**src/rtl/swft_pkg.sv**
```systemverilog
// Package: shared types, constants and the stop word table of the tokenizer
`timescale 1ns / 1ps
package swft_pkg;

	localparam int MAX_STOP_LEN_DEF    = 10;
	localparam int STOP_WORD_COUNT_DEF = 141;
	localparam int TABLE_SIZE          = 141;
	localparam int WORD_CHARS          = 10;
	localparam int WORD_BITS           = WORD_CHARS * 8;

	typedef enum logic [1:0] {
		EM_NONE,
		EM_CHAR,
		EM_HELD,
		EM_MARK
	} emit_sel_t;

	typedef struct packed {
		logic      latch;
		logic      shift;
		emit_sel_t emit;
		logic      held_end;
		logic      k_clr;
		logic      k_inc;
		logic      set_pass;
		logic      clear;
		logic      match;
		logic      reduce;
		logic      fin;
	} ctrl_cmd_t;

	typedef struct packed {
		logic alnum;
		logic space;
		logic eot;
		logic pass;
		logic len_zero;
		logic len_full;
		logic k_last;
		logic stop;
		logic can_emit;
		logic out_free;
		logic pend_valid;
	} dp_stat_t;

	function automatic logic [WORD_BITS-1:0] stop_word(input int i);
		case (i)
			0: return "a";        1: return "an";       2: return "the";
			3: return "i";        4: return "me";       5: return "my";
			6: return "myself";   7: return "we";       8: return "our";
			9: return "ours";     10: return "ourselves";
			11: return "you";     12: return "your";    13: return "yours";
			14: return "yourself"; 15: return "yourselves";
			16: return "he";      17: return "him";     18: return "his";
			19: return "himself"; 20: return "she";     21: return "her";
			22: return "hers";    23: return "herself";
			24: return "it";      25: return "its";     26: return "itself";
			27: return "they";    28: return "them";    29: return "their";
			30: return "theirs";  31: return "themselves";
			32: return "in";      33: return "on";      34: return "at";
			35: return "to";      36: return "for";     37: return "of";
			38: return "with";    39: return "by";      40: return "from";
			41: return "as";      42: return "into";    43: return "through";
			44: return "during";  45: return "before";  46: return "after";
			47: return "above";   48: return "below";   49: return "between";
			50: return "under";   51: return "about";
			52: return "is";      53: return "am";      54: return "are";
			55: return "was";     56: return "were";    57: return "be";
			58: return "been";    59: return "being";
			60: return "have";    61: return "has";     62: return "had";
			63: return "having";
			64: return "do";      65: return "does";    66: return "did";
			67: return "doing";
			68: return "will";    69: return "would";   70: return "shall";
			71: return "should";  72: return "may";     73: return "might";
			74: return "can";     75: return "could";   76: return "must";
			77: return "not";     78: return "no";      79: return "nor";
			80: return "but";     81: return "and";     82: return "or";
			83: return "so";      84: return "if";      85: return "then";
			86: return "than";    87: return "too";     88: return "very";
			89: return "just";    90: return "also";
			91: return "that";    92: return "this";    93: return "these";
			94: return "those";   95: return "which";   96: return "what";
			97: return "who";     98: return "whom";
			99: return "when";    100: return "where";  101: return "why";
			102: return "how";
			103: return "all";    104: return "each";   105: return "every";
			106: return "both";   107: return "few";    108: return "more";
			109: return "most";
			110: return "other";  111: return "some";   112: return "such";
			113: return "only";   114: return "own";    115: return "same";
			116: return "here";   117: return "there";  118: return "again";
			119: return "once";
			120: return "up";     121: return "out";    122: return "off";
			123: return "over";   124: return "down";
			125: return "dont";   126: return "doesnt"; 127: return "didnt";
			128: return "wont";   129: return "wouldnt"; 130: return "cant";
			131: return "couldnt";
			132: return "shouldnt"; 133: return "mustnt"; 134: return "isnt";
			135: return "arent";  136: return "wasnt";  137: return "werent";
			138: return "hasnt";  139: return "havent"; 140: return "hadnt";
			default: return '0;
		endcase
	endfunction

	function automatic int stop_len(input int i);
		logic [WORD_BITS-1:0] w;
		int n;
		w = stop_word(i);
		n = 0;
		for (int k = 0; k < WORD_CHARS; k++) begin
			if (w[8*k +: 8] != 8'd0) n++;
		end
		return n;
	endfunction

endpackage

```
**src/rtl/swft_if.sv**
```systemverilog
// Interfaces: byte request channel and token result channel
`timescale 1ns / 1ps
interface swft_in_if;
	logic       valid;
	logic       ready;
	logic [7:0] text_byte;
	logic       end_of_text;
	modport source (output valid, output text_byte, output end_of_text, input ready);
	modport sink (input valid, input text_byte, input end_of_text, output ready);
endinterface

interface swft_out_if;
	logic       valid;
	logic       ready;
	logic [7:0] token_char;
	logic       char_present;
	logic       token_end;
	logic       run_last;
	modport source (output valid, output token_char, output char_present,
		output token_end, output run_last, input ready);
	modport sink (input valid, input token_char, input char_present,
		input token_end, input run_last, output ready);
endinterface

```
**src/rtl/stop_word_filtering_tokenizer_top.sv**
```systemverilog
// Top level: stop word filtering tokenizer
`timescale 1ns / 1ps
// Takes one text byte per request and gives one character or end marker per result,
// with run_last on the final result of each byte. Requests are taken one at a time:
// a byte that is held, dropped or passed through goes through classify, the end of
// text check and the finish before the next request. Closing a held token adds the
// close, the two-stage registered stop word match and the decision, then one result
// per character flushed; closing a long token or an empty one adds only the close. A
// token that grows past MAX_STOP_LEN flushes its held characters, then the new one.
// A byte that closes on whitespace and also carries end_of_text walks the close twice.
// Output stalls hold the sequence whenever the result register cannot advance.
// One result is held back in a pending register so that run_last can be set on it
// once the byte is done.
module stop_word_filtering_tokenizer_top #(
	parameter int MAX_STOP_LEN    = swft_pkg::MAX_STOP_LEN_DEF,
	parameter int STOP_WORD_COUNT = swft_pkg::STOP_WORD_COUNT_DEF
) (
	input  logic      clk,
	input  logic      arst_n,
	swft_in_if.sink   text_in,
	swft_out_if.source token_out
);
	import swft_pkg::*;

	ctrl_cmd_t cmd;
	dp_stat_t  stat;

	swft_ctrl u_ctrl (
		.clk      (clk),
		.arst_n   (arst_n),
		.in_valid (text_in.valid),
		.in_ready (text_in.ready),
		.stat     (stat),
		.cmd      (cmd)
	);

	swft_datapath #(
		.MAX_STOP_LEN    (MAX_STOP_LEN),
		.STOP_WORD_COUNT (STOP_WORD_COUNT)
	) u_dp (
		.clk          (clk),
		.arst_n       (arst_n),
		.cmd          (cmd),
		.stat         (stat),
		.text_byte    (text_in.text_byte),
		.end_of_text  (text_in.end_of_text),
		.out_valid    (token_out.valid),
		.out_ready    (token_out.ready),
		.token_char   (token_out.token_char),
		.char_present (token_out.char_present),
		.token_end    (token_out.token_end),
		.run_last     (token_out.run_last)
	);

	a_one_at_a_time: assert property (@(posedge clk) disable iff (!arst_n)
		text_in.valid && text_in.ready |=> !text_in.ready)
		else $error("request taken while previous byte still in work");

	a_bare_marker: assert property (@(posedge clk) disable iff (!arst_n)
		token_out.valid && !token_out.char_present |->
			token_out.token_end && token_out.token_char == 8'd0)
		else $error("bare end marker malformed");

	a_emit_gated: assert property (@(posedge clk) disable iff (!arst_n)
		cmd.emit != EM_NONE |-> stat.can_emit)
		else $error("result produced with no room");

endmodule

```
**src/rtl/swft_ctrl.sv**
```systemverilog
// Controller: sequences one byte request through classify, flush, match and close
`timescale 1ns / 1ps
module swft_ctrl (
	input  logic                clk,
	input  logic                arst_n,
	input  logic                in_valid,
	output logic                in_ready,
	input  swft_pkg::dp_stat_t  stat,
	output swft_pkg::ctrl_cmd_t cmd
);
	import swft_pkg::*;

	typedef enum logic [3:0] {
		ST_IDLE,
		ST_CHAR,
		ST_FLUSH_LONG,
		ST_EMIT_C,
		ST_CLOSE,
		ST_MATCH,
		ST_REDUCE,
		ST_DECIDE,
		ST_FLUSH_KEEP,
		ST_EOT,
		ST_FIN
	} state_t;

	state_t state_q, state_d, after_close;
	logic   from_eot_q, from_eot_d;

	always_comb begin
		cmd         = '0;
		cmd.emit    = EM_NONE;
		state_d     = state_q;
		from_eot_d  = from_eot_q;
		in_ready    = 1'b0;
		after_close = from_eot_q ? ST_FIN : ST_EOT;
		case (state_q)
			ST_IDLE: begin
				in_ready = 1'b1;
				if (in_valid) begin
					cmd.latch = 1'b1;
					state_d   = ST_CHAR;
				end
			end
			ST_CHAR: begin
				if (stat.alnum) begin
					if (stat.pass) begin
						if (stat.can_emit) begin
							cmd.emit = EM_CHAR;
							state_d  = ST_EOT;
						end
					end else if (!stat.len_full) begin
						cmd.shift = 1'b1;
						state_d   = ST_EOT;
					end else begin
						cmd.k_clr = 1'b1;
						state_d   = ST_FLUSH_LONG;
					end
				end else if (stat.space) begin
					from_eot_d = 1'b0;
					state_d    = ST_CLOSE;
				end else begin
					state_d = ST_EOT;
				end
			end
			ST_FLUSH_LONG: begin
				if (stat.can_emit) begin
					cmd.emit  = EM_HELD;
					cmd.k_inc = 1'b1;
					if (stat.k_last) state_d = ST_EMIT_C;
				end
			end
			ST_EMIT_C: begin
				if (stat.can_emit) begin
					cmd.emit     = EM_CHAR;
					cmd.set_pass = 1'b1;
					state_d      = ST_EOT;
				end
			end
			ST_CLOSE: begin
				if (stat.pass) begin
					if (stat.can_emit) begin
						cmd.emit  = EM_MARK;
						cmd.clear = 1'b1;
						state_d   = after_close;
					end
				end else if (stat.len_zero) begin
					state_d = after_close;
				end else begin
					state_d = ST_MATCH;
				end
			end
			ST_MATCH: begin
				cmd.match = 1'b1;
				state_d   = ST_REDUCE;
			end
			ST_REDUCE: begin
				cmd.reduce = 1'b1;
				state_d    = ST_DECIDE;
			end
			ST_DECIDE: begin
				if (stat.stop) begin
					cmd.clear = 1'b1;
					state_d   = after_close;
				end else begin
					cmd.k_clr = 1'b1;
					state_d   = ST_FLUSH_KEEP;
				end
			end
			ST_FLUSH_KEEP: begin
				if (stat.can_emit) begin
					cmd.emit     = EM_HELD;
					cmd.held_end = stat.k_last;
					cmd.k_inc    = 1'b1;
					if (stat.k_last) begin
						cmd.clear = 1'b1;
						state_d   = after_close;
					end
				end
			end
			ST_EOT: begin
				if (stat.eot) begin
					from_eot_d = 1'b1;
					state_d    = ST_CLOSE;
				end else begin
					state_d = ST_FIN;
				end
			end
			ST_FIN: begin
				if (!stat.pend_valid) begin
					state_d = ST_IDLE;
				end else if (stat.out_free) begin
					cmd.fin = 1'b1;
					state_d = ST_IDLE;
				end
			end
			default: state_d = ST_IDLE;
		endcase
	end

	always_ff @(posedge clk or negedge arst_n) begin
		if (!arst_n) begin
			state_q    <= ST_IDLE;
			from_eot_q <= 1'b0;
		end else begin
			state_q    <= state_d;
			from_eot_q <= from_eot_d;
		end
	end

endmodule

```
**src/rtl/swft_datapath.sv**
```systemverilog
// Datapath: held token, stop word match, pending result and output register
`timescale 1ns / 1ps
module swft_datapath #(
	parameter int MAX_STOP_LEN    = swft_pkg::MAX_STOP_LEN_DEF,
	parameter int STOP_WORD_COUNT = swft_pkg::STOP_WORD_COUNT_DEF
) (
	input  logic                clk,
	input  logic                arst_n,
	input  swft_pkg::ctrl_cmd_t cmd,
	output swft_pkg::dp_stat_t  stat,
	input  logic [7:0]          text_byte,
	input  logic                end_of_text,
	output logic                out_valid,
	input  logic                out_ready,
	output logic [7:0]          token_char,
	output logic                char_present,
	output logic                token_end,
	output logic                run_last
);
	import swft_pkg::*;

	localparam int LW = $clog2(MAX_STOP_LEN + 1);
	localparam int KW = (MAX_STOP_LEN > 1) ? $clog2(MAX_STOP_LEN) : 1;

	logic [7:0]                   c_q;
	logic                         alnum_q, space_q, eot_q;
	logic [MAX_STOP_LEN-1:0][7:0] tok_q;
	logic [LW-1:0]                len_q;
	logic                         pass_q;
	logic [KW-1:0]                k_q;
	logic [STOP_WORD_COUNT-1:0]   hit_c, hit_s1;
	logic                         stop_q;

	logic [7:0] low_c;
	logic       pend_v_q, out_v_q;
	logic [7:0] pend_char_q, out_char_q;
	logic       pend_pres_q, pend_end_q, out_pres_q, out_end_q, out_last_q;

	logic [LW-1:0] idx;
	logic [7:0]    held_char;
	logic          emit_valid;
	logic [7:0]    new_char;
	logic          new_pres, new_end;

	assign low_c = (text_byte >= "A" && text_byte <= "Z") ? text_byte + 8'd32 : text_byte;

	always_ff @(posedge clk) begin
		if (cmd.latch) begin
			c_q     <= low_c;
			alnum_q <= (low_c >= "a" && low_c <= "z") || (low_c >= "0" && low_c <= "9");
			space_q <= (low_c >= 8'd9 && low_c <= 8'd13) || low_c == 8'd32;
			eot_q   <= end_of_text;
		end
		if (cmd.shift) begin
			for (int j = MAX_STOP_LEN - 1; j > 0; j--) tok_q[j] <= tok_q[j-1];
			tok_q[0] <= c_q;
		end
		if (cmd.k_clr) k_q <= '0;
		else if (cmd.k_inc) k_q <= k_q + 1'b1;
		if (cmd.match) hit_s1 <= hit_c;
		if (cmd.reduce) stop_q <= |hit_s1;
	end

	for (genvar gi = 0; gi < STOP_WORD_COUNT; gi++) begin : g_word
		localparam logic [WORD_BITS-1:0] LIT = stop_word(gi);
		localparam int WL = stop_len(gi);
		if (gi < TABLE_SIZE && WL <= MAX_STOP_LEN) begin : g_cmp
			logic [MAX_STOP_LEN-1:0] byte_eq;
			for (genvar gj = 0; gj < MAX_STOP_LEN; gj++) begin : g_byte
				if (gj < WL) begin : g_on
					assign byte_eq[gj] = tok_q[gj] == LIT[8*gj +: 8];
				end else begin : g_off
					assign byte_eq[gj] = 1'b1;
				end
			end
			assign hit_c[gi] = (len_q == LW'(WL)) && (&byte_eq);
		end else begin : g_none
			assign hit_c[gi] = 1'b0;
		end
	end

	always_ff @(posedge clk or negedge arst_n) begin
		if (!arst_n) begin
			len_q  <= '0;
			pass_q <= 1'b0;
		end else if (cmd.clear) begin
			len_q  <= '0;
			pass_q <= 1'b0;
		end else if (cmd.set_pass) begin
			len_q  <= '0;
			pass_q <= 1'b1;
		end else if (cmd.shift) begin
			len_q <= len_q + 1'b1;
		end
	end

	assign idx       = len_q - LW'(1) - LW'(k_q);
	assign held_char = tok_q[idx[KW-1:0]];

	always_comb begin
		emit_valid = cmd.emit != EM_NONE;
		new_char   = 8'd0;
		new_pres   = 1'b0;
		new_end    = 1'b0;
		case (cmd.emit)
			EM_CHAR: begin
				new_char = c_q;
				new_pres = 1'b1;
			end
			EM_HELD: begin
				new_char = held_char;
				new_pres = 1'b1;
				new_end  = cmd.held_end;
			end
			EM_MARK: new_end = 1'b1;
			default: new_char = 8'd0;
		endcase
	end

	always_ff @(posedge clk or negedge arst_n) begin
		if (!arst_n) begin
			pend_v_q <= 1'b0;
			out_v_q  <= 1'b0;
		end else begin
			if (emit_valid) pend_v_q <= 1'b1;
			else if (cmd.fin) pend_v_q <= 1'b0;
			if ((emit_valid && pend_v_q) || cmd.fin) out_v_q <= 1'b1;
			else if (out_ready) out_v_q <= 1'b0;
		end
	end

	always_ff @(posedge clk) begin
		if (emit_valid) begin
			pend_char_q <= new_char;
			pend_pres_q <= new_pres;
			pend_end_q  <= new_end;
		end
		if ((emit_valid && pend_v_q) || cmd.fin) begin
			out_char_q <= pend_char_q;
			out_pres_q <= pend_pres_q;
			out_end_q  <= pend_end_q;
			out_last_q <= cmd.fin;
		end
	end

	assign out_valid    = out_v_q;
	assign token_char   = out_char_q;
	assign char_present = out_pres_q;
	assign token_end    = out_end_q;
	assign run_last     = out_last_q;

	always_comb begin
		stat            = '0;
		stat.alnum      = alnum_q;
		stat.space      = space_q;
		stat.eot        = eot_q;
		stat.pass       = pass_q;
		stat.len_zero   = len_q == '0;
		stat.len_full   = len_q == LW'(MAX_STOP_LEN);
		stat.k_last     = LW'(k_q) == len_q - LW'(1);
		stat.stop       = stop_q;
		stat.out_free   = !out_v_q || out_ready;
		stat.can_emit   = !pend_v_q || !out_v_q || out_ready;
		stat.pend_valid = pend_v_q;
	end

endmodule
```
**src/flat_wrapper.sv**
```systemverilog
// flat-port wrapper written by rule: the top's interface ports become plain ports
module stop_word_filtering_tokenizer_top_flat import swft_pkg::*;
#(
	parameter int MAX_STOP_LEN    = swft_pkg::MAX_STOP_LEN_DEF,
	parameter int STOP_WORD_COUNT = swft_pkg::STOP_WORD_COUNT_DEF
)
  (clk, arst_n, text_in_valid, text_in_text_byte, text_in_end_of_text, text_in_ready, token_out_valid, token_out_token_char, token_out_char_present, token_out_token_end, token_out_run_last, token_out_ready);
  swft_in_if text_in_i ();
  swft_out_if token_out_i ();
  input  logic clk;
  input  logic arst_n;
  input wire logic [$bits(text_in_i.valid)-1:0] text_in_valid;
  input wire logic [$bits(text_in_i.text_byte)-1:0] text_in_text_byte;
  input wire logic [$bits(text_in_i.end_of_text)-1:0] text_in_end_of_text;
  output wire logic [$bits(text_in_i.ready)-1:0] text_in_ready;
  output wire logic [$bits(token_out_i.valid)-1:0] token_out_valid;
  output wire logic [$bits(token_out_i.token_char)-1:0] token_out_token_char;
  output wire logic [$bits(token_out_i.char_present)-1:0] token_out_char_present;
  output wire logic [$bits(token_out_i.token_end)-1:0] token_out_token_end;
  output wire logic [$bits(token_out_i.run_last)-1:0] token_out_run_last;
  input wire logic [$bits(token_out_i.ready)-1:0] token_out_ready;
  assign text_in_i.valid = text_in_valid;
  assign text_in_i.text_byte = text_in_text_byte;
  assign text_in_i.end_of_text = text_in_end_of_text;
  assign text_in_ready = text_in_i.ready;
  assign token_out_valid = token_out_i.valid;
  assign token_out_token_char = token_out_i.token_char;
  assign token_out_char_present = token_out_i.char_present;
  assign token_out_token_end = token_out_i.token_end;
  assign token_out_run_last = token_out_i.run_last;
  assign token_out_i.ready = token_out_ready;
  stop_word_filtering_tokenizer_top #(.MAX_STOP_LEN(MAX_STOP_LEN), .STOP_WORD_COUNT(STOP_WORD_COUNT)) u_core (.clk(clk), .arst_n(arst_n), .text_in(text_in_i), .token_out(token_out_i));
endmodule
```
**config.mk**
```make
export PLATFORM = sky130hd
export DESIGN_NAME = stop_word_filtering_tokenizer_top_flat
export DESIGN_NICKNAME = d
export VERILOG_FILES = /design/src/rtl/swft_pkg.sv /design/src/rtl/swft_if.sv /design/src/rtl/stop_word_filtering_tokenizer_top.sv /design/src/rtl/swft_ctrl.sv /design/src/rtl/swft_datapath.sv /design/src/flat_wrapper.sv
export SDC_FILE = /design/constraint.sdc
export NUM_CORES = 1
export LEC_CHECK = 0
export ABC_AREA = 1
export BUFFER_PORTS_ARGS = -buffer_cell sky130_fd_sc_hd__buf_2
export CORE_MARGIN = 2
export CORE_UTILIZATION = 35
export DETAILED_ROUTE_END_ITERATION = 10
export HOLD_SLACK_MARGIN = 0.02
export RECOVER_POWER = 25
export SYNTH_ARGS = -nofsm -noshare
export SYNTH_HDL_FRONTEND = slang
export SYNTH_SLANG_ARGS = --single-unit
export TNS_END_PERCENT = 5
```
**constraint.sdc**
```tcl
create_clock -name clk -period 5.1 [get_ports clk]
set_clock_uncertainty 0.1 [all_clocks]
set_input_delay 1.02 -clock clk [delete_from_list [all_inputs] [get_ports clk]]
set_output_delay 1.02 -clock clk [all_outputs]
set_load 0.005 [all_outputs]
```
==> metrics.md, run 1 <==
| Metric | Value |
|---|---|
| Post-cts resize count | 0 |
| Number of setup buffers added after CTS | 0 |
| Status | finished with violations |
| Core Area | 37800 um2 |
| Relative contribution of sequential cells to total power | 0.407 |
| Final hold violations | 0 |
| Sinks on the clock net | 270 |
| Crit path required time | 5.09 ns |
| Post-synthesis cell count | 1433 |
| Launching point of the worst reg2reg path | u_core.u_ctrl.state_q[2] |
| Reg area | 8010 um2 |
| Crit path depth | 5 |
| Detail Route Antenna Nets | 0 |
| Reg2Reg Depth | 5 |
| Total Die Area | 40000 um2 |
| Global route overflow | 0 |
| Total net switching power | 3.08 mW |
| Unrepaired setup endpoints after global routing | false |
| Part of the cycle the worst path needs | 0.781 |
| Power per standard cell area | 533 nW/um2 |
| Proportion of layout cells with a drive suffix above 1 | 0.0860 |
| Vias | 10500 |
| Post-synth design cell area | 13500 um2 |
| Drt wl/cell | 20.6 um |
| Total of endpoints with negative setup slack in the final report | 0 |
| Die Ht | 200 um |
| Area share of the largest cell type after synthesis | 0.567 |
| XOR/XNOR share of the synthesized area | 0.00381 |
| Global routing met3 resource utilization | 0.0351 |
| CP Buf/Inv Count | 3 |
| Buffer levels on the longest clock path | 3 |
| CP max stage delay | 2.27 ns |
| Clock root cell | clkbuf_16 |
| Clock buffer count from CTS | 29 |
| Sw frac | 0.384 |
| Final net count | 1506 |
| Path category of the worst min-delay check | flip-flop to flip-flop |
| Hold Crit Depth | 0 |
| Buffers on Ports | 25 |
| Number of DRC violations after detailed-routing iteration 0 | 1099 |
| Number of fillers in the final layout | 3794 |
| Share of the yosys chip area belonging to registers | 0.595 |
| Leakage | 5.29 nW |
| Type of element launching the critical path | flip-flop |
| Synth cell types | 45 |
| Area used by multi-input combinational logic | 4690 um2 |
| Pins Over Slew Limit | 142 |
| Initial cell density of the core | 0.356 |
| Kind of cell with the highest combined delay on the critical path | buffers and inverters |
| Initial antenna violation count | 0 |
| Post-synthesis share of cell area spent on and, or, nand and nor gates | 0.317 |
| CP cell instances | inv_1, nor2_1, nand2_1, inv_4, clkbuf_2 |
| Cell row count | 71 |
| Element type at the critical path end | flip-flop |
| Count of state elements after synthesis | 270 |
| Post-route minimum period | 3.98 ns |
| Slew HR | -1.31 |
| Violations in the final reports | max-capacitance violations, max-slew violations |
| Register-to-register setup slack | 1.12 ns |
| Mux contribution to synthesized area | 0 |
| DPL Wire Length | 31500 um |
| Synth Net Count | 1461 |
| Total wirelength of the detailed-routed design | 41400 um |
| Total negative slack for setup checks | 0 ns |
| X dimension of the die | 200 um |
| Max Clock Freq | 0.251 GHz |
| Mean instance size in the synthesized netlist | 9.39 um2 |
| H-tree depth reported by CTS | 1 |
| Number of global-route vias before repair | 10300 |
| Most Crowded Layer GR | met2 |
| Routed vias/inst | 5.21 |
| Cell with the largest stage delay on the worst path | clkbuf_2 |
| TritonCTS clock tree | built |
| Destination of the critical timing path | u_core.u_dp.hit_s1[129] |
| DR pass1 iterations | 6 |
| Largest fanout on the critical path | 141 |
| Worst path arrival time | 3.98 ns |
| Complex-gate fraction of the synthesized area | 0.0162 |
| Endpoint of the worst-slack reg-to-reg timing path | u_core.u_dp.hit_s1[129] |
| Pin count of the biggest net entering global routing | 142 |
| Combinational share of power | 0.347 |
| Overall Power | 8.00 mW |
| Global placement routability congestion | 0.959 |
| Largest family of logic cells by synthesized area | simple AND/OR/NAND/NOR gates |
| GR met2 Demand/Resource | 0.336 |
| Drt drc | 0 |
| Diodes inserted | 0 |
| Reg clk slew, reported paths | 0.06 ns |
| Number of top-level design ports | 26 |
| Total global routing track utilization | 0.212 |
| Clock share of power | 0.245 |
| Later-pin clock latency in the skew report | 0.56 ns |
| Routing usage on met1 | 0.284 |
| VDD IR-drop max | 0.386 mV |
| Biggest area consumer among synthesized cells | edfxtp_1 |
| Global-route wire length before repair | 62400 um |
| Worst hold slack | 0.346 ns |
| # hold bufs at CTS | 0 |
| Setup Crit Path Kind | flip-flop to flip-flop |
| Internal portion of total power | 4.93 mW |
| Slew at the pin closest to its max-slew limit | 3.47 ns |
| Layout overhead on the synthesized area | 11.5% |
| Startpoint of the most critical setup path | u_core.u_ctrl.state_q[2] |
| Yosys warning count | 0 |
| Area share of fa/ha/maj cells after synthesis | 0.0145 |
| Max_cap viols | 1 |
| Largest cells by area after synthesis | edfxtp_1, nand2_1, nor2_1 |
==> worst register-to-register path, delay by kind of cell, from the launching register on <==
kind          cells  cell delay [ns]
buf+inv           3             2.40
flops             1             0.36
simple gates      2             0.40
==> registers in the layout, indices dropped and copies added, names as in the netlist <==
signal,cells
u_core.u_dp.pend_pres_q,1
u_core.u_dp.token_end,1
u_core.u_dp.out_valid,1
u_core.u_dp.pend_v_q,1
u_core.u_dp.char_present,1
u_core.u_dp.pend_char_q,8
u_core.u_dp.alnum_q,1
u_core.u_dp.stop_q,1
u_core.u_dp.pend_end_q,1
u_core.u_dp.eot_q,1
u_core.u_dp.len_q,4
u_core.u_dp.k_q,4
u_core.u_dp.token_char,8
u_core.u_dp.space_q,1
u_core.u_dp.pass_q,1
u_core.u_dp.hit_s1,141
u_core.u_ctrl.from_eot_q,1
u_core.u_dp.tok_q,80
u_core.u_dp.c_q,8
u_core.u_ctrl.state_q,4
u_core.u_dp.run_last,1
==> worst min path at each step <==
stage / start / to / slack (ns)
after floorplan: u_core.u_dp.pend_pres_q / u_core.u_dp.char_present / 0.30
after global placement: u_core.u_dp.c_q[6] / u_core.u_dp.tok_q[6] / 0.33
after detailed placement: u_core.u_dp.pend_char_q[1] / u_core.u_dp.token_char[1] / 0.31
after CTS: arst_n / u_core.u_ctrl.from_eot_q / 0.23
after global routing: u_core.u_dp.pend_char_q[0] / u_core.u_dp.token_char[0] / 0.36
final: u_core.u_dp.pend_char_q[7] / u_core.u_dp.token_char[7] / 0.35
==> layout make-up <==
| class | count | share of cell area |
|---|---|---|
| clock buffer | 34 | 0.0503 |
| clock inverter | 19 | 0.00825 |
| timing repair buffer | 30 | 0.00992 |
| multi-input combinational | 976 | 0.312 |
| tap | 511 | 0.0426 |
| inverter | 171 | 0.0429 |
| sequential | 270 | 0.534 |
==> cells in the mapped netlist, drive strengths merged <==
| cell type | number |
|---|---|
| o21bai | 2 |
| edfxtp | 254 |
| and3 | 1 |
| o21a | 1 |
| clkbuf | 6 |
| nor2 | 262 |
| ha | 14 |
| nor4 | 32 |
| nand3b | 6 |
| dfxtp | 4 |
| fa | 1 |
| a21boi | 1 |
| nand2 | 336 |
| nor3 | 84 |
| a21oi | 17 |
| clkinv | 2 |
| o311ai | 1 |
| xnor2 | 1 |
| o21ai | 16 |
| nand3 | 133 |
| xor2 | 4 |
| nand4 | 51 |
| a31oi | 1 |
| inv | 169 |
| or2 | 5 |
| buf | 10 |
| a211oi | 1 |
| dfrtp | 12 |
| nor3b | 6 |
==> power by group through the flow <==
stage | combinational [mW] | clock [mW] | sequential (mW)
floorplan | 2.07 | 0 | 3.21
global placement | 2.76 | 0 | 3.27
detailed placement | 2.80 | 0 | 3.26
CTS | 2.82 | 2.01 | 3.23
global route | 3.20 | 2.09 | 3.31
finish | 2.78 | 1.96 | 3.26
==> placed cells by master, fill, tap and decap left out, types with 2 or more instances in the layout <==
cell	instances
clkbuf_16	29
o21bai_1	2
clkbuf_1	11
nor3b_1	4
nand4_1	51
nand3b_1	6
clkinv_1	8
dfxtp_1	4
clkinv_2	8
a21oi_1	17
nand2_1	327
ha_1	14
buf_4	3
dfrtp_1	12
nor2_1	246
nor4_2	2
inv_1	157
nor4_1	30
nand2_4	2
nor2_4	11
buf_2	19
nand2_2	7
nand3_1	126
or2_2	3
clkinvlp_4	3
inv_2	11
nor3_2	8
o21ai_0	16
nor2_2	5
edfxtp_1	254
nor3_1	75
nand3_2	7
xor2_1	4
==> cells by family (layout without fill, tap and decap cells) <==
kind of cell	after synthesis	count (layout)
AO/OA/AOI/OAI	40	40
AND/OR/NAND/NOR	916	916
XOR/XNOR	5	5
buffers and inverters	187	254
adder cells (fa/ha/maj)	15	15
flip-flops	270	270
==> per-layer routing <==
metal  up-vias  wire length [um]
met5         -                 0
met4         0              2190
met3        97              2650
met2       386             18600
met1      5046             17900
li1       4957                 -
==> metrics by stage <==
stage                util  std cells  worst slack, ns  area, um2
global route        0.397       2011            0.732      15000
CTS                 0.399       2011             1.71      15100
floorplan               -       1433             1.09      13500
finish              0.397       2011             1.12      15000
global placement    0.376       1958             1.42      14200
detailed placement  0.376       1958             1.31      14200
No activity file was read; power rests on OpenSTA's default activity.
==> run 2: changes to the inputs <==
==> constraint.sdc (replaced) <==
create_clock -name clk -period 3.23 [get_ports clk]
set_clock_uncertainty 0.1 [all_clocks]
set_input_delay 0.646 -clock clk [delete_from_list [all_inputs] [get_ports clk]]
set_output_delay 0.646 -clock clk [all_outputs]
set_load 0.005 [all_outputs]
==> run 2 against run 1 <==
  * The run now ends clean
  * Routed wire length rose by 3.4%
  * First-iteration DRC count grew 0.27%
  * Worst hold slack worse by 0.20 ns
  * Core utilization is 0.68 points higher
  * Final cell count up 1.1%
  * Power is 62% higher
  * Maximum frequency grew 39%
  * Die area unchanged
  * Critical path type unchanged
  * Critical endpoint is now u_core.u_dp.pend_char_q[0]
  * Largest cell class unchanged
  * Highest routed layer unchanged
==> metrics.md, run 2 (synthesis results as in run 1) <==
| Metric | Value |
|---|---|
| Status | completed (was finished with violations) |
| Crit path required time | 3.55 ns (was 5.09 ns) |
| Commonest cells after routing, fill and taps aside | nand2_1, edfxtp_1, nor2_1, inv_1, nand3_1 (unchanged) |
| Endpoint of the worst-slack reg-to-reg timing path | u_core.u_dp.pend_char_q[0] (was u_core.u_dp.hit_s1[129]) |
| Crit path depth | 9 (was 5) |
| Startpoint of the most critical setup path | u_core.u_dp.len_q[0] (was u_core.u_ctrl.state_q[2]) |
| Number of setup buffers added after CTS | 0 (unchanged) |
| Pins Over Slew Limit | 0 (was 142) |
| Register with the most flip-flops | u_core.u_dp.hit_s1 (unchanged) |
| Placed Instance Area | 14400 um2 (was 14200 um2) |
| Design area | 15300 um2 (was 15000 um2) |
| Drt wl/cell | 21.0 um (was 20.6 um) |
| Number of DRC violations after detailed-routing iteration 0 | 1102 (was 1099) |
| Later-pin clock latency in the skew report | 0.58 ns (was 0.56 ns) |
| Number of global-route vias before repair | 10400 (was 10300) |
| Number of top-level design ports | 26 (unchanged) |
| Layout overhead on the synthesized area | 13.4% (was 11.5%) |
| Number of fillers in the final layout | 3769 (was 3794) |
| Reg2Reg Depth | 9 (was 5) |
| Core Area | 37800 um2 (unchanged) |
| Global-route wire length before repair | 64800 um (was 62400 um) |
| Total global routing track utilization | 0.221 (was 0.212) |
| Part of the cycle the worst path needs | 0.887 (was 0.781) |
| Reg area | 8010 um2 (unchanged) |
| Largest fanout on the critical path | 10 (was 141) |
| Global route overflow | 0 (unchanged) |
| Cell row count | 71 (unchanged) |
| Buffer levels on the longest clock path | 3 (unchanged) |
| Most common cell type on the critical path | nand3_1 |
| Total wirelength of the detailed-routed design | 42800 um (was 41400 um) |
| Post-route minimum period | 2.87 ns (was 3.98 ns) |
| Drt drc | 0 (unchanged) |
| Routed length on met3 | 2380 um (was 2650 um) |
| Largest registers | u_core.u_dp.hit_s1: 141 flops, u_core.u_dp.tok_q: 80 flops (unchanged) |
| Cell with the largest stage delay on the worst path | fa_1 (was clkbuf_2) |
| Worst slack at placement | 0.285 ns (was 1.31 ns) |
| Overall Power | 12.9 mW (was 8.00 mW) |
| Final net count | 1528 (was 1506) |
| Buffers on Ports | 25 (unchanged) |
| CP cell instances | inv_2, ha_1, fa_1, clkinv_1, nor2_2, nand2_1, nand3_1, nand3_1, a21oi_1 (was inv_1, nor2_1, nand2_1, inv_4, clkbuf_2) |
| DR pass1 iterations | 5 (was 6) |
| Total Die Area | 40000 um2 (unchanged) |
| Top Metal Used | met4 (unchanged) |
| Final hold violations | 0 (unchanged) |
| Power per standard cell area | 848 nW/um2 (was 533 nW/um2) |
| Die Ht | 200 um (unchanged) |
| Routed vias/inst | 5.22 (was 5.21) |
| Initial antenna violation count | 0 (unchanged) |
| Final setup margin | 0.363 ns (was 1.12 ns) |
| Type of element launching the critical path | flip-flop (unchanged) |
| Most common cell after layout, fill and taps aside | nand2_1 (unchanged) |
| Initial cell density of the core | 0.356 (unchanged) |
| Reg clk slew, reported paths | 0.06 ns (about the same) |
| Launching point of the worst reg2reg path | u_core.u_dp.len_q[0] (was u_core.u_ctrl.state_q[2]) |
| Max Clock Freq | 0.349 GHz (was 0.251 GHz) |
| TritonCTS clock tree | built (unchanged) |
| H-tree depth reported by CTS | 1 (unchanged) |
| Kind of cell with the highest combined delay on the critical path | adder cells (was buffers and inverters) |
| Clock buffer count from CTS | 30 (was 29) |
| Worst path arrival time | 3.19 ns (was 3.98 ns) |
| Setup Crit Path Kind | flip-flop to flip-flop (unchanged) |
| Unrepaired setup endpoints after global routing | false (unchanged) |
| DPL Wire Length | 33400 um (was 31500 um) |
| Vias | 10600 (was 10500) |
| CP max stage delay | 0.59 ns (was 2.27 ns) |
| Area used by multi-input combinational logic | 4720 um2 (was 4690 um2) |
| Element type at the critical path end | flip-flop (unchanged) |
| Path category of the worst min-delay check | input pin to flip-flop (was flip-flop to flip-flop) |
| Slew at the pin closest to its max-slew limit | 1.11 ns (was 3.47 ns) |
| Register-to-register setup slack | 0.36 ns (was 1.12 ns) |
| Total of endpoints with negative setup slack in the final report | 0 (unchanged) |
| Pin count of the biggest net entering global routing | 80 (was 142) |
| X dimension of the die | 200 um (unchanged) |
| Leakage | 5.39 nW (was 5.29 nW) |
| Slew HR | 0.254 (was -1.31) |
| CP Buf/Inv Count | 2 (was 3) |
| Proportion of layout cells with a drive suffix above 1 | 0.0991 (was 0.0860) |
| Max_cap viols | 0 (was 1) |
| WL met1 | 18500 um (was 17900 um) |
| Diodes inserted | 0 (unchanged) |
| Max FFs per register | 141 (unchanged) |
| Global placement routability congestion | 0.972 (was 0.959) |
| Met2 wire length | 20000 um (was 18600 um) |
| VDD IR-drop max | 0.638 mV (was 0.386 mV) |
| Clock root cell | clkbuf_16 (unchanged) |
| Detail Route Antenna Nets | 0 (unchanged) |
| Destination of the critical timing path | u_core.u_dp.pend_char_q[0] (was u_core.u_dp.hit_s1[129]) |
| Sinks on the clock net | 270 (unchanged) |
==> run 2: worst reg2reg max path, delay by kind of cell (launching register included) <==
kind	cells	cell delay (ns)
flip-flops	1	0.44
adder cells (fa/ha/maj)	2	0.95
buffers and inverters	2	0.40
AND/OR/NAND/NOR	4	0.66
AO/OA/AOI/OAI	1	0.16
==> run 2: how the worst min path moves through the flow <==
stage                                            to                       start  cells after the start
final                             u_core.u_dp.eot_q         text_in_end_of_text                      1
after global routing              u_core.u_dp.eot_q         text_in_end_of_text                      1
after CTS                         u_core.u_dp.eot_q         text_in_end_of_text                      1
after detailed placement  u_core.u_dp.token_char[6]  u_core.u_dp.pend_char_q[6]                      0
after global placement    u_core.u_dp.token_char[6]  u_core.u_dp.pend_char_q[6]                      0
after floorplan            u_core.u_ctrl.from_eot_q                      arst_n                      0
==> run 2: area by class of cell <==
class | count | share of cell area
Inverter | 171 | 0.0423
Clock inverter | 18 | 0.00885
Tap cell | 511 | 0.0419
Sequential cell | 270 | 0.525
Timing Repair Buffer | 51 | 0.0223
Clock buffer | 37 | 0.0509
Multi-Input combinational cell | 976 | 0.309
==> run 2: stage by stage <==
step,cells,hold slack (ns),utilization,setup TNS [ns]
after floorplan,1433,0.250,-,-6.95
after global placement,1978,0.347,0.381,0
after detailed placement,1978,0.307,0.381,0
after CTS,2034,0.129,0.406,0
after global routing,2034,0.136,0.404,0
final,2034,0.146,0.404,0
==> run 2: what timing repair did <==
| item | in CTS | in global routing |
|---|---|---|
| hold buffers | 1 | 0 |
| resized for setup | 0 | 0 |
| hold endpoints to repair | 12 | 0 |
==> run 2: per-layer routing <==
metal | up-vias | global-route usage
li1 | 5017 | -
met1 | 5091 | 0.297
met2 | 410 | 0.362
met3 | 95 | 0.0306
met4 | 0 | 0.0875
met5 | - | 0
==> run 2: power by group <==
group	leakage [nW]	total [mW]	internal, mW	switching [mW]
registers	2.51	5.13	4.71	0.412
logic	2.45	4.62	1.44	3.18
clock network	0.431	3.19	1.79	1.41
total	5.39	12.9	7.94	5.00
